`config.mk`:
```
export PLATFORM = sky130hd
export DESIGN_NAME = address_table_group_lookup_top
export DESIGN_NICKNAME = d
export VERILOG_FILES = /design/src/sv/atgl_pkg.sv /design/src/sv/address_table_group_lookup_top.sv /design/src/sv/atgl_table.sv /design/src/sv/atgl_seq.sv
export SDC_FILE = /design/constraint.sdc
export NUM_CORES = 1
export LEC_CHECK = 0
export BUFFER_PORTS_ARGS = -buffer_cell sky130_fd_sc_hd__buf_2
export CAP_MARGIN = 30
export CORE_MARGIN = 3
export CORE_UTILIZATION = 45
export CTS_BUF_LIST = sky130_fd_sc_hd__clkbuf_16
export CTS_CLUSTER_DIAMETER = 30
export DETAILED_ROUTE_END_ITERATION = 16
export GPL_ROUTABILITY_DRIVEN = 0
export PLACE_DENSITY = 0.72
export SYNTH_ARGS = -nofsm -noshare
export SYNTH_HDL_FRONTEND = slang
export SYNTH_SLANG_ARGS = --single-unit
```
`constraint.sdc`:
```
create_clock -name i_clk -period 6.1 [get_ports i_clk]
set_input_delay 0.915 -clock i_clk [delete_from_list [all_inputs] [get_ports i_clk]]
set_output_delay 0.915 -clock i_clk [all_outputs]
set_load 0.01 [all_outputs]
```
`src/sv/atgl_pkg.sv`:
```
// ============================================================================
// atgl_pkg: shared types and constants for the address table group lookup
// Holds the request codes, the packed table entry and the packed result.
// ============================================================================
package atgl_pkg;

    // Request codes carried on the request type field.
    localparam logic [1:0] REQ_WRITE  = 2'd0;
    localparam logic [1:0] REQ_READ   = 2'd1;
    localparam logic [1:0] REQ_LOOKUP = 2'd2;

    // A format byte at or above this value marks a group entry.
    localparam logic [7:0] GROUP_FORMAT_MIN = 8'd128;
    // Match index reported when no entry matches.
    localparam logic [7:0] NO_MATCH_INDEX = 8'hFF;

    // Status codes.
    localparam logic STATUS_OK        = 1'b0;
    localparam logic STATUS_BAD_INDEX = 1'b1;

    // One address table entry, 40 bits.
    typedef struct packed {
        logic [7:0]  format;
        logic        domain;
        logic [6:0]  member;
        logic [7:0]  group;
        logic [15:0] other;
    } t_entry;

    // One result transaction.
    typedef struct packed {
        logic       status;
        logic       found;
        logic [7:0] match_index;
        logic [6:0] member;
        t_entry     rd;
    } t_result;

    // Result with every field idle: all zero except the match index.
    function automatic t_result res_default();
        t_result r;
        r             = '0;
        r.match_index = NO_MATCH_INDEX;
        return r;
    endfunction

endpackage

```
`src/sv/address_table_group_lookup_top.sv`:
```
// ============================================================================
// address_table_group_lookup_top: address table with group lookup
// Stores network address entries and serves write, read and group lookup
// requests, one result transaction per request.
// ============================================================================
//
//  Channel   Handshake                  Direction   Payload
//  request   i_in_valid / o_in_stall    in          i_req_type .. i_entry_other
//  result    o_out_valid / i_out_stall  out         o_status .. o_rd_other
//
// A write goes straight to the done state, a read through the read-data state.
// A group lookup reads the table one entry a cycle through the
// single read port and stops at the first match or after the last entry.
// Requests are handled one at a time. Reset clears every entry to zero through
// per-entry valid bits, with no clearing pass. A finished result sits in the
// output register while the next request is accepted; a stalled output holds
// the sequencer once its next result is ready.
module address_table_group_lookup_top #(
    parameter int TABLE_ENTRIES = 16
) (
    input  logic        i_clk,
    input  logic        i_rst_n,
    input  logic        i_in_valid,
    output logic        o_in_stall,
    input  logic [1:0]  i_req_type,
    input  logic [7:0]  i_index,
    input  logic [7:0]  i_entry_format,
    input  logic        i_entry_domain,
    input  logic [6:0]  i_entry_member,
    input  logic [7:0]  i_entry_group,
    input  logic [15:0] i_entry_other,
    output logic        o_out_valid,
    input  logic        i_out_stall,
    output logic        o_status,
    output logic        o_found,
    output logic [7:0]  o_match_index,
    output logic [6:0]  o_member,
    output logic [7:0]  o_rd_format,
    output logic        o_rd_domain,
    output logic [6:0]  o_rd_member,
    output logic [7:0]  o_rd_group,
    output logic [15:0] o_rd_other
);

    localparam int IW = (TABLE_ENTRIES > 1) ? $clog2(TABLE_ENTRIES) : 1;

    atgl_pkg::t_entry   in_entry;
    logic               we;
    logic               re;
    logic [IW-1:0]      addr;
    atgl_pkg::t_entry   wdata;
    atgl_pkg::t_entry   rdata;
    logic               res_valid;
    logic               res_take;
    atgl_pkg::t_result  res;

    atgl_pkg::t_result  r_out;
    logic               r_out_vld;

    assign in_entry.format = i_entry_format;
    assign in_entry.domain = i_entry_domain;
    assign in_entry.member = i_entry_member;
    assign in_entry.group  = i_entry_group;
    assign in_entry.other  = i_entry_other;

    atgl_table #(
        .TABLE_ENTRIES (TABLE_ENTRIES),
        .IW            (IW)
    ) u_table (
        .i_clk   (i_clk),
        .i_rst_n (i_rst_n),
        .i_we    (we),
        .i_re    (re),
        .i_addr  (addr),
        .i_wdata (wdata),
        .o_rdata (rdata)
    );

    atgl_seq #(
        .TABLE_ENTRIES (TABLE_ENTRIES),
        .IW            (IW)
    ) u_seq (
        .i_clk       (i_clk),
        .i_rst_n     (i_rst_n),
        .i_in_valid  (i_in_valid),
        .o_in_stall  (o_in_stall),
        .i_req_type  (i_req_type),
        .i_index     (i_index),
        .i_entry     (in_entry),
        .o_we        (we),
        .o_re        (re),
        .o_addr      (addr),
        .o_wdata     (wdata),
        .i_rdata     (rdata),
        .o_res_valid (res_valid),
        .i_res_take  (res_take),
        .o_res       (res)
    );

    // Output register: loads when empty or when its transaction leaves.
    assign res_take = res_valid && (!r_out_vld || !i_out_stall);

    always_ff @(posedge i_clk) begin
        if (!i_rst_n) begin
            r_out_vld <= 1'b0;
        end else if (res_take) begin
            r_out_vld <= 1'b1;
        end else if (!i_out_stall) begin
            r_out_vld <= 1'b0;
        end
    end

    always_ff @(posedge i_clk) begin
        if (res_take) begin
            r_out <= res;
        end
    end

    assign o_out_valid   = r_out_vld;
    assign o_status      = r_out.status;
    assign o_found       = r_out.found;
    assign o_match_index = r_out.match_index;
    assign o_member      = r_out.member;
    assign o_rd_format   = r_out.rd.format;
    assign o_rd_domain   = r_out.rd.domain;
    assign o_rd_member   = r_out.rd.member;
    assign o_rd_group    = r_out.rd.group;
    assign o_rd_other    = r_out.rd.other;

endmodule

```
`src/sv/atgl_table.sv`:
```
// ============================================================================
// atgl_table: address table storage
// Synchronous memory with one write port and one registered read port.
// A valid bit per entry makes entries that were never written read as zero.
// ============================================================================
module atgl_table #(
    parameter int TABLE_ENTRIES = 16,
    parameter int IW            = 4
) (
    input  logic                 i_clk,
    input  logic                 i_rst_n,
    input  logic                 i_we,
    input  logic                 i_re,
    input  logic [IW-1:0]        i_addr,
    input  atgl_pkg::t_entry     i_wdata,
    output atgl_pkg::t_entry     o_rdata
);

    atgl_pkg::t_entry           r_mem [TABLE_ENTRIES];
    logic [TABLE_ENTRIES-1:0]   r_vld;
    atgl_pkg::t_entry           r_rd_data;
    logic                       r_rd_vld;

    // Memory array: write and registered read.
    always_ff @(posedge i_clk) begin
        if (i_we) begin
            r_mem[i_addr] <= i_wdata;
        end
        if (i_re) begin
            r_rd_data <= r_mem[i_addr];
        end
    end

    // Per-entry valid bits, cleared by reset, plus the valid bit of the read.
    always_ff @(posedge i_clk) begin
        if (!i_rst_n) begin
            r_vld    <= '0;
            r_rd_vld <= 1'b0;
        end else begin
            if (i_we) begin
                r_vld[i_addr] <= 1'b1;
            end
            if (i_re) begin
                r_rd_vld <= r_vld[i_addr];
            end
        end
    end

    // An entry that was never written reads as its reset value of zero.
    assign o_rdata = r_rd_vld ? r_rd_data : '0;

endmodule

```
`src/sv/atgl_seq.sv`:
```
// ============================================================================
// atgl_seq: request sequencer and table scan
// Accepts one request at a time, drives the table ports, scans the table for
// group lookups and holds the result until the output stage takes it.
// ============================================================================
module atgl_seq #(
    parameter int TABLE_ENTRIES = 16,
    parameter int IW            = 4
) (
    input  logic                 i_clk,
    input  logic                 i_rst_n,
    // Request side.
    input  logic                 i_in_valid,
    output logic                 o_in_stall,
    input  logic [1:0]           i_req_type,
    input  logic [7:0]           i_index,
    input  atgl_pkg::t_entry     i_entry,
    // Table side.
    output logic                 o_we,
    output logic                 o_re,
    output logic [IW-1:0]        o_addr,
    output atgl_pkg::t_entry     o_wdata,
    input  atgl_pkg::t_entry     i_rdata,
    // Result side.
    output logic                 o_res_valid,
    input  logic                 i_res_take,
    output atgl_pkg::t_result    o_res
);

    localparam logic [1:0] S_IDLE  = 2'd0;
    localparam logic [1:0] S_RDATA = 2'd1;
    localparam logic [1:0] S_SCAN  = 2'd2;
    localparam logic [1:0] S_DONE  = 2'd3;

    localparam logic [8:0]    ENTRIES_W = 9'(TABLE_ENTRIES);
    localparam logic [IW-1:0] LAST_ADDR = IW'(TABLE_ENTRIES - 1);

    logic [1:0]           r_state, n_state;
    logic [IW-1:0]        r_addr, n_addr;
    logic                 r_issued_all, n_issued_all;
    logic [IW-1:0]        r_chk;
    logic                 r_chk_vld;
    logic                 r_key_dom, n_key_dom;
    logic [7:0]           r_key_grp, n_key_grp;
    atgl_pkg::t_result    r_res, n_res;

    logic                 accept;
    logic                 in_range;
    logic                 scan_issue;
    logic                 hit;

    assign o_in_stall = (r_state != S_IDLE);
    assign accept     = i_in_valid && (r_state == S_IDLE);
    assign in_range   = ({1'b0, i_index} < ENTRIES_W);
    assign scan_issue = (r_state == S_SCAN) && !r_issued_all;

    // Group entry whose group and domain equal the lookup key.
    assign hit = (i_rdata.format >= atgl_pkg::GROUP_FORMAT_MIN)
              && (i_rdata.group == r_key_grp)
              && (i_rdata.domain == r_key_dom);

    // Table port drive: writes and reads start straight from the request.
    always_comb begin
        o_we    = 1'b0;
        o_re    = 1'b0;
        o_addr  = r_addr;
        o_wdata = i_entry;
        if (accept) begin
            o_addr = i_index[IW-1:0];
            o_we   = (i_req_type == atgl_pkg::REQ_WRITE) && in_range;
            o_re   = (i_req_type == atgl_pkg::REQ_READ) && in_range;
        end else if (scan_issue) begin
            o_re = 1'b1;
        end
    end

    // Next state and result.
    always_comb begin
        n_state      = r_state;
        n_addr       = r_addr;
        n_issued_all = r_issued_all;
        n_key_dom    = r_key_dom;
        n_key_grp    = r_key_grp;
        n_res        = r_res;
        case (r_state)
            S_IDLE: begin
                if (accept) begin
                    n_res     = atgl_pkg::res_default();
                    n_key_dom = i_entry.domain;
                    n_key_grp = i_entry.group;
                    case (i_req_type)
                        atgl_pkg::REQ_WRITE: begin
                            n_res.status = in_range ? atgl_pkg::STATUS_OK
                                                    : atgl_pkg::STATUS_BAD_INDEX;
                            n_state = S_DONE;
                        end
                        atgl_pkg::REQ_READ: begin
                            if (in_range) begin
                                n_state = S_RDATA;
                            end else begin
                                n_res.status = atgl_pkg::STATUS_BAD_INDEX;
                                n_state      = S_DONE;
                            end
                        end
                        atgl_pkg::REQ_LOOKUP: begin
                            n_addr       = '0;
                            n_issued_all = 1'b0;
                            n_state      = S_SCAN;
                        end
                        default: begin
                            n_state = S_DONE;
                        end
                    endcase
                end
            end
            S_RDATA: begin
                n_res.rd = i_rdata;
                n_state  = S_DONE;
            end
            S_SCAN: begin
                // Issue the next address while checking the previous one.
                if (scan_issue) begin
                    n_issued_all = (r_addr == LAST_ADDR);
                    if (r_addr != LAST_ADDR) begin
                        n_addr = r_addr + 1'b1;
                    end
                end
                if (r_chk_vld) begin
                    if (hit) begin
                        n_res.found       = 1'b1;
                        n_res.match_index = 8'(r_chk);
                        n_res.member      = i_rdata.member;
                        n_state           = S_DONE;
                    end else if (r_chk == LAST_ADDR) begin
                        n_state = S_DONE;
                    end
                end
            end
            S_DONE: begin
                if (i_res_take) begin
                    n_state = S_IDLE;
                end
            end
            default: begin
                n_state = S_IDLE;
            end
        endcase
    end

    // Control registers.
    always_ff @(posedge i_clk) begin
        if (!i_rst_n) begin
            r_state      <= S_IDLE;
            r_issued_all <= 1'b0;
            r_chk_vld    <= 1'b0;
        end else begin
            r_state      <= n_state;
            r_issued_all <= n_issued_all;
            r_chk_vld    <= scan_issue;
        end
    end

    // Payload registers.
    always_ff @(posedge i_clk) begin
        r_addr    <= n_addr;
        r_chk     <= r_addr;
        r_key_dom <= n_key_dom;
        r_key_grp <= n_key_grp;
        r_res     <= n_res;
    end

    assign o_res_valid = (r_state == S_DONE);
    assign o_res       = r_res;

endmodule
```
### Word-level counts from Yosys, hierarchy flattened

Memories as Yosys holds them, arrays and structs flattened. A register that Yosys moved wholly into a read port is not among the register bits.
Index checks and enable logic that the tools add are counted.

| word-level totals | value |
|---|---|
| register bits after elaboration | 153 |
| memory bits (writable) | 640 |
| input port bits | 54 |
| output and inout bits | 59 |
| word-level logic and storage cells | 114 |
| memories | 1 |

| cells by class | value |
|---|---|
| add/subtract/negate cells | 1 |
| magnitude comparators | 4 |
| eq/ne operators | 19 |
| multiplexer cells | 36 |
| bitwise operators | 1 |
| reductions and logical operators | 24 |

Memory list:

| memory | depth | bits a word | read ports | clocked after Yosys merged registers in | wr ports | line | text |
|---|---|---|---|---|---|---|---|
| u_table.r_mem | 16 | 40 | 1 | 1 | 1 | atgl_table.sv:19 | `atgl_pkg::t_entry r_mem [TABLE_ENTRIES];` |

Operator list:

| kind | number |
|---|---|
| 40-bit case mux with 2 select lines | 1 |
| 56-bit two-way mux | 1 |
| 40-bit two-way mux | 1 |
| 16-bit two-way mux | 2 |
| 16-bit case mux with 2 select lines | 1 |
| 4-bit two-way mux | 5 |
| 16-bit OR | 1 |
| 1-bit two-way mux | 13 |
| 2-bit two-way mux | 6 |
| 2-bit by 1-bit inequality test with 1-bit output, second input constant | 6 |
| 4-bit AND reduction | 3 |
| 4-bit == test, second input constant | 2 |
| 8-bit == test | 1 |
| 8-bit greater-or-equal comparator, second input constant | 1 |
| 1-bit logical AND | 8 |
| 8-bit by 5-bit less-than comparator with 1-bit output, second input constant | 1 |
| 2-bit case mux with 4 select lines | 1 |
| 4-bit case mux with 2 select lines | 1 |
| 2-bit == test, second input constant | 3 |
| 2-bit nonzero test | 3 |
| 4-bit by 5-bit less-than comparator with 1-bit output, second input constant | 1 |
| 5-bit AND reduction | 1 |
| 4-bit by 1-bit adder with 4-bit output, second input constant | 1 |
| 1-bit binary-select mux with 4-bit select | 1 |
| other kinds (14) | 20 |

### Longest topological paths before layout

| depth | value |
|---|---|
| depth in word-level cells | 8 |
| mapped depth | 12 |
| depth with buffers taken out | 9 |

### Modules after synthesis

Synthesis repeated with hierarchy kept, for this count alone.

| second synthesis, totals | value |
|---|---|
| cells, all modules | 1352 |
| area, all modules | 31458.9 um^2 |

By module, submodules not included:

| module | instances | cells an instance | area each (um^2) | seq. area each (um^2) |
|---|---|---|---|---|
| atgl_table | 1 | 1043 | 26299.0 | 20759.9 |
| atgl_seq | 1 | 248 | 3409.5 | 2172.1 |
| address_table_group_lookup_top | 1 | 61 | 1750.4 | 1731.7 |

### Worst setup path after synthesis

Ideal clock, no wire load.

| timing | value |
|---|---|
| path kind | input-to-reg |
| start point | input i_out_stall |
| end point | register r_out, in the netlist o_found (enable) |
| setup time | 0.548 ns |
| arrival | 4.868 ns |
| data required time | 5.552 ns |
| path slack | 0.685 ns |
| cell stages on the path | 1 |
| buffers on the path | 0 |
| cell sequence | a21boi_0 |

| on the way | value |
|---|---|
| longest elaborated chain between the ends | 3 |

RTL lines:

| item | line | text |
|---|---|---|
| start, declared | address_table_group_lookup_top.sv:33 | `input logic i_out_stall,` |
| 1-bit zero test | n/a |  |
| 1-bit logical OR | address_table_group_lookup_top.sv:101 | `assign res_take = res_valid && (!r_out_vld \|\| !i_out_stall);` |
| 1-bit logical AND | address_table_group_lookup_top.sv:101 |  |
| end signal, assigned | address_table_group_lookup_top.sv:115 | `r_out <= res;` |
| end, declared | address_table_group_lookup_top.sv:57 | `atgl_pkg::t_result r_out;` |

No other way between the ends.
A chain may end at the register's enable or synchronous reset.

### Worst setup path in the final report

| timing | value |
|---|---|
| start point | register u_seq.r_state[0] |
| end point | memory u_table.r_mem[2][7] in the netlist's numbering (enable) |

| on the way | value |
|---|---|
| longest elaborated chain between the ends | 5 |
| elaborated cells on any way between the ends | 6 |
| those cells by class | mux: 4; reduce/logical: 2 |

RTL lines:

| item | line | text |
|---|---|---|
| start, declared | atgl_seq.sv:38 | `logic [1:0] r_state, n_state;` |
| start signal, assigned | atgl_seq.sv:157 | `r_state <= n_state;` |
| 2-bit zero test * | atgl_seq.sv:53 | `assign accept = i_in_valid && (r_state == S_IDLE);` |
| 1-bit logical AND * | atgl_seq.sv:53 |  |
| 1-bit two-way mux | atgl_seq.sv:68 | `if (accept) begin` |
| 1-bit two-way mux | atgl_table.sv:26 | `if (i_we) begin` |
| 1-bit two-way mux (not written as such) | atgl_table.sv:27 | `r_mem[i_addr] <= i_wdata;` |
| end, declared | atgl_table.sv:19 |  |

Every way passes the cells marked *; elsewhere a longest branch is shown, timed or not.

==> summary.txt <==
Detailed routing
  • DR pass1 iterations: 6
  • Wirelength, routed: 69490 um
  • Remaining design rule violation count: 0
  • Via count normalized by instance count: between 5 and 6
  • Number of DRC markers after the initial detailed-route iteration: 1982
  • Total via count in the routed design: 16645
  • Routed wire length per instance: 24.76 um
  • Antenna-violating nets left: 0

STA
  • Slew at the pin closest to its max-slew limit: 1.020 ns
  • Setup violation total in the final timing report: 0
  • Worst relative slew slack: 31.99%
  • Crit path time final: 3.968 ns
  • Setup repair after global routing missed its margin: false
  • Final hold viol count: 0
  • Final cycle utilization of the critical path: 65.05%
  • Worst setup skew after layout: 0.02493 ns
  • Post-route setup TNS: 0 ns
  • Maximum achievable frequency: ~0.25 GHz
  • Count of pins over their slew limit: 0

Critical path
  • CP endpoint kind: flip-flop
  • Worst Setup Path Type: reg -> reg
  • Category of the worst setup path launch point: flip-flop
  • Launch instance of the worst register-to-register path: u_seq.r_state[0]$_SDFFE_PN0P_
  • Biggest fanout along the worst timing path: 30
  • Data arrival time of the worst path: 4.30 ns
  • Worst setup path startpoint: u_seq.r_state[0]$_SDFFE_PN0P_
  • Worst path required time: between 6 and 7 ns

Run
  • Max cap viols: 0

Place
  • IO Port Bufs: 112
  • DPL Wire Length: 37920 um

CTS
  • Clock edge transition at the registers on the reported setup and hold paths: 0.05 ns
  • Later-pin clock latency in the skew report: between 0.6 and 0.7 ns
  • # clock sinks: slightly above 800
  • Setup bufs post-CTS: 0
  • CTS Root Cell: clkbuf_16
  • Number of buffers between clock root and the deepest sink: 3
  • # H-tree levels: 4
  • Number of cells upsized or downsized after cts: 0
  • Total CTS buffers: 132
  • Hold-fix buffers at CTS: 0
  • CTS tree: yes

Layout
  • Net count, final: approximately 1900
  • Register area: 0.02457 sq mm
  • Fillers: 4836
  • Proportion of layout cells with a drive suffix above 1: 19.60%
  • Post-synthesis to final-layout area growth: 20.00%
  • Post-layout utilization of the core: 55.13%
  • Multi-input gate area: 0.004972 sq mm

Synthesis
  • Async S/R FF share, synth: 0%
  • Flip-flop and latch count after synthesis: roughly 830
  • Syn Nets: 1734
  • Count of unique library cells instantiated by Yosys: 48
  • YS warnings: 0
  • Main synth FF type: edfxtp_1
  • Average size of a mapped cell: 17.93 sq um
  • Number of flops mapped to enable cells by yosys: 801
  • Syn Std Cell Area: 0.02994 sq mm
  • Sequential element share of the synthesized area: 82.08%
  • Post-synthesis cell count: 1670

Global routing
  • Pin count of the biggest net entering global routing: around 170
  • Number of global-route vias before repair: 16625
  • Initial antenna violation count: 3
  • GR Util All Layers: around a fifth
  • Global-route wire length before repair: 103500 um
  • Remaining Overflow, GRT: 0

Pwr
  • Post-route total power: 0.01602 W
  • Clock share of power: 44.5%
  • Leakage power: 11.91 nW
  • Switching component of the power: 0.004066 W
  • Share of total power in sequential cells: between 40% and 50%
  • Int Pwr: about 0.012 W
  • Proportion of power drawn by combinational gates: between 10% and 20%
  • VDD IR-drop max: 0.3564 mV
  • Power density cells: 445.8 mW/mm^2
  • Switching part of the total power: 25.39%

Worst hold path
  • Hold Startpoint: u_seq.o_res[30]$_SDFFCE_PN0P_
  • Path type of the worst min-delay path: reg -> reg

Outcome
  • Run status: completed

Floorplanning
  • Overall die width: between 200 and 300 um
  • Initial core utilization: between 40% and 50%
  • Die H: 263.9 um
  • Area of the core: approximately 0.065 sq mm
  • DIE AREA: 0.06966 sq mm
  • IO Count: 113
  • Std cell rows: 93
==> critical path, cell delays in order, from the launching register on <==
cell     delay [ns]
dfxtp_1        0.39
inv_1          0.10
ha_1           0.31
nand2_4        0.18
inv_4          0.15
o21ai_4        0.78
nand2_1        0.46
nor2_4         0.72
buf_4          0.47
==> power groups by stage <==
stage / Sequential (W) / Clock (W) / Combinational [W]
after global placement: 0.00693 / 0 / 0.00197
after floorplan: 0.00689 / 0 / 0.00130
after detailed placement: 0.00693 / 0 / 0.00202
after CTS: 0.00683 / 0.00722 / 0.00204
final: 0.00683 / 0.00713 / 0.00206
after global routing: 0.00685 / 0.00748 / 0.00221
==> layout make-up <==
class	instances	share of cell area, %
timing repair buffer	148	2.633
antenna	2	0.01393
clock inverter	97	2.330
multi-input combinational	727	13.84
sequential	827	68.40
tap	855	2.978
clock buffer	139	9.682
inverter	11	0.1219
==> layout by cell type (no fill, tap or decap), drive strengths merged, types with 2 or more instances in the layout <==
cell type and instances:
ha 10, clkbuf 139, nand2b 6, a21oi 169, clkinvlp 10, diode 2, o31ai 2, nand3b 2
inv 30, nor4 2, nor2 60, or4 40, mux2i 3, and3 49, a31oi 3, clkinv 55
nand4 4, dfxtp 26, buf 148, xnor2 8, edfxtp 801, nand2 11, a22oi 329, o21ai 6
bufinv 13, nor3 4, nand3 3, xor2 2, nand4b 2
==> layer usage <==
layer	track usage (%)	part of all wire [%]	routed length (um)	vias to the layer above
met5	0	0	0	-
li1	-	-	-	7223
met3	5.868	10	7070	131
met4	7.202	2.4	1690	0
met2	30.55	48	33250	939
met1	26.25	40	27480	8352
==> flip-flops by register name, indices dropped and copies added, names as in the netlist, 2 cells and up <==
signal / flops
o_rd_member: 7
u_table.r_rd_data: 40
o_match_index: 5
o_rd_other: 16
u_seq.r_chk: 4
o_rd_group: 8
o_rd_format: 8
u_table.r_vld: 16
u_seq.o_res: 54
u_seq.r_state: 2
u_seq.r_key_grp: 8
o_member: 7
u_seq.r_addr: 4
u_table.r_mem: 640
==> metrics by stage <==
| stage | std cells | cell area [sq um] | hold WS (ns) | setup slack, ns |
|---|---|---|---|---|
| 4_1_cts | 2803 | 35890 | 0.4121 | 2.212 |
| 5_1_grt | 2805 | 35920 | 0.4247 | 1.942 |
| 6_report | 2806 | 35930 | 0.4122 | 2.132 |
| 2_1_floorplan | 1670 | 29940 | 0.3427 | 0.6846 |
| 3_5_place_dp | 2567 | 31580 | 0.4045 | 1.931 |
| 3_3_place_gp | 2564 | 31510 | 0.4010 | 1.917 |
==> kinds of logic (layout without fill, tap and decap cells) <==
kind of cell | after synthesis | count (layout) | share of synthesized area (%)
buffers and inverters | 116 | 395 | 1.939
xor gates and xnor gates | 10 | 10 | 0.2926
adders and majority gates | 10 | 10 | 0.4179
AOI/OAI and AO/OA | 517 | 517 | 11.63
muxes | 3 | 3 | 0.1003
and+or+nand+nor | 187 | 187 | 3.544
other | 0 | 2 | 0
DFF | 827 | 827 | 82.08
==> final timing paths <==
| kind | slack [ns] | endpoint | cells after the start |
|---|---|---|---|
| worst max-delay path | 2.13 | u_table.r_mem[2][7]$_DFFE_PP_ | 8 |
| worst min-delay path | 0.41 | o_rd_member[6]$_DFFE_PP_ | 0 |
| worst max register to register | 2.13 | u_table.r_mem[2][7]$_DFFE_PP_ | 8 |
| worst min register to register | 0.41 | o_rd_member[6]$_DFFE_PP_ | 0 |
==> cell usage after synthesis, types with 2 or more instances <==
library cell	number	area, sq um
o21ai_2	3	26.28
nand2b_1	6	37.54
buf_1	4	15.01
nand3_1	3	15.01
dfxtp_1	26	520.5
xor2_1	2	17.52
nand4_1	4	25.02
clkinv_1	2	7.510
ha_1	10	125.1
buf_6	3	33.78
buf_2	51	255.2
mux2i_1	3	30.03
nor2_1	59	221.5
clkbuf_1	32	120.1
nor3_1	4	20.02
nand4b_1	2	17.52
and3_1	49	306.5
nand2_1	10	37.54
edfxtp_1	801	24050
buf_4	15	112.6
inv_1	8	30.03
or4_1	40	300.3
a22oi_1	329	2470
xnor2_1	8	70.07
a21oi_1	169	845.8
nor4_1	2	12.51
o21ai_0	3	15.01
nand3b_1	2	15.01
Note: power is estimated with default switching activity, not from simulation.
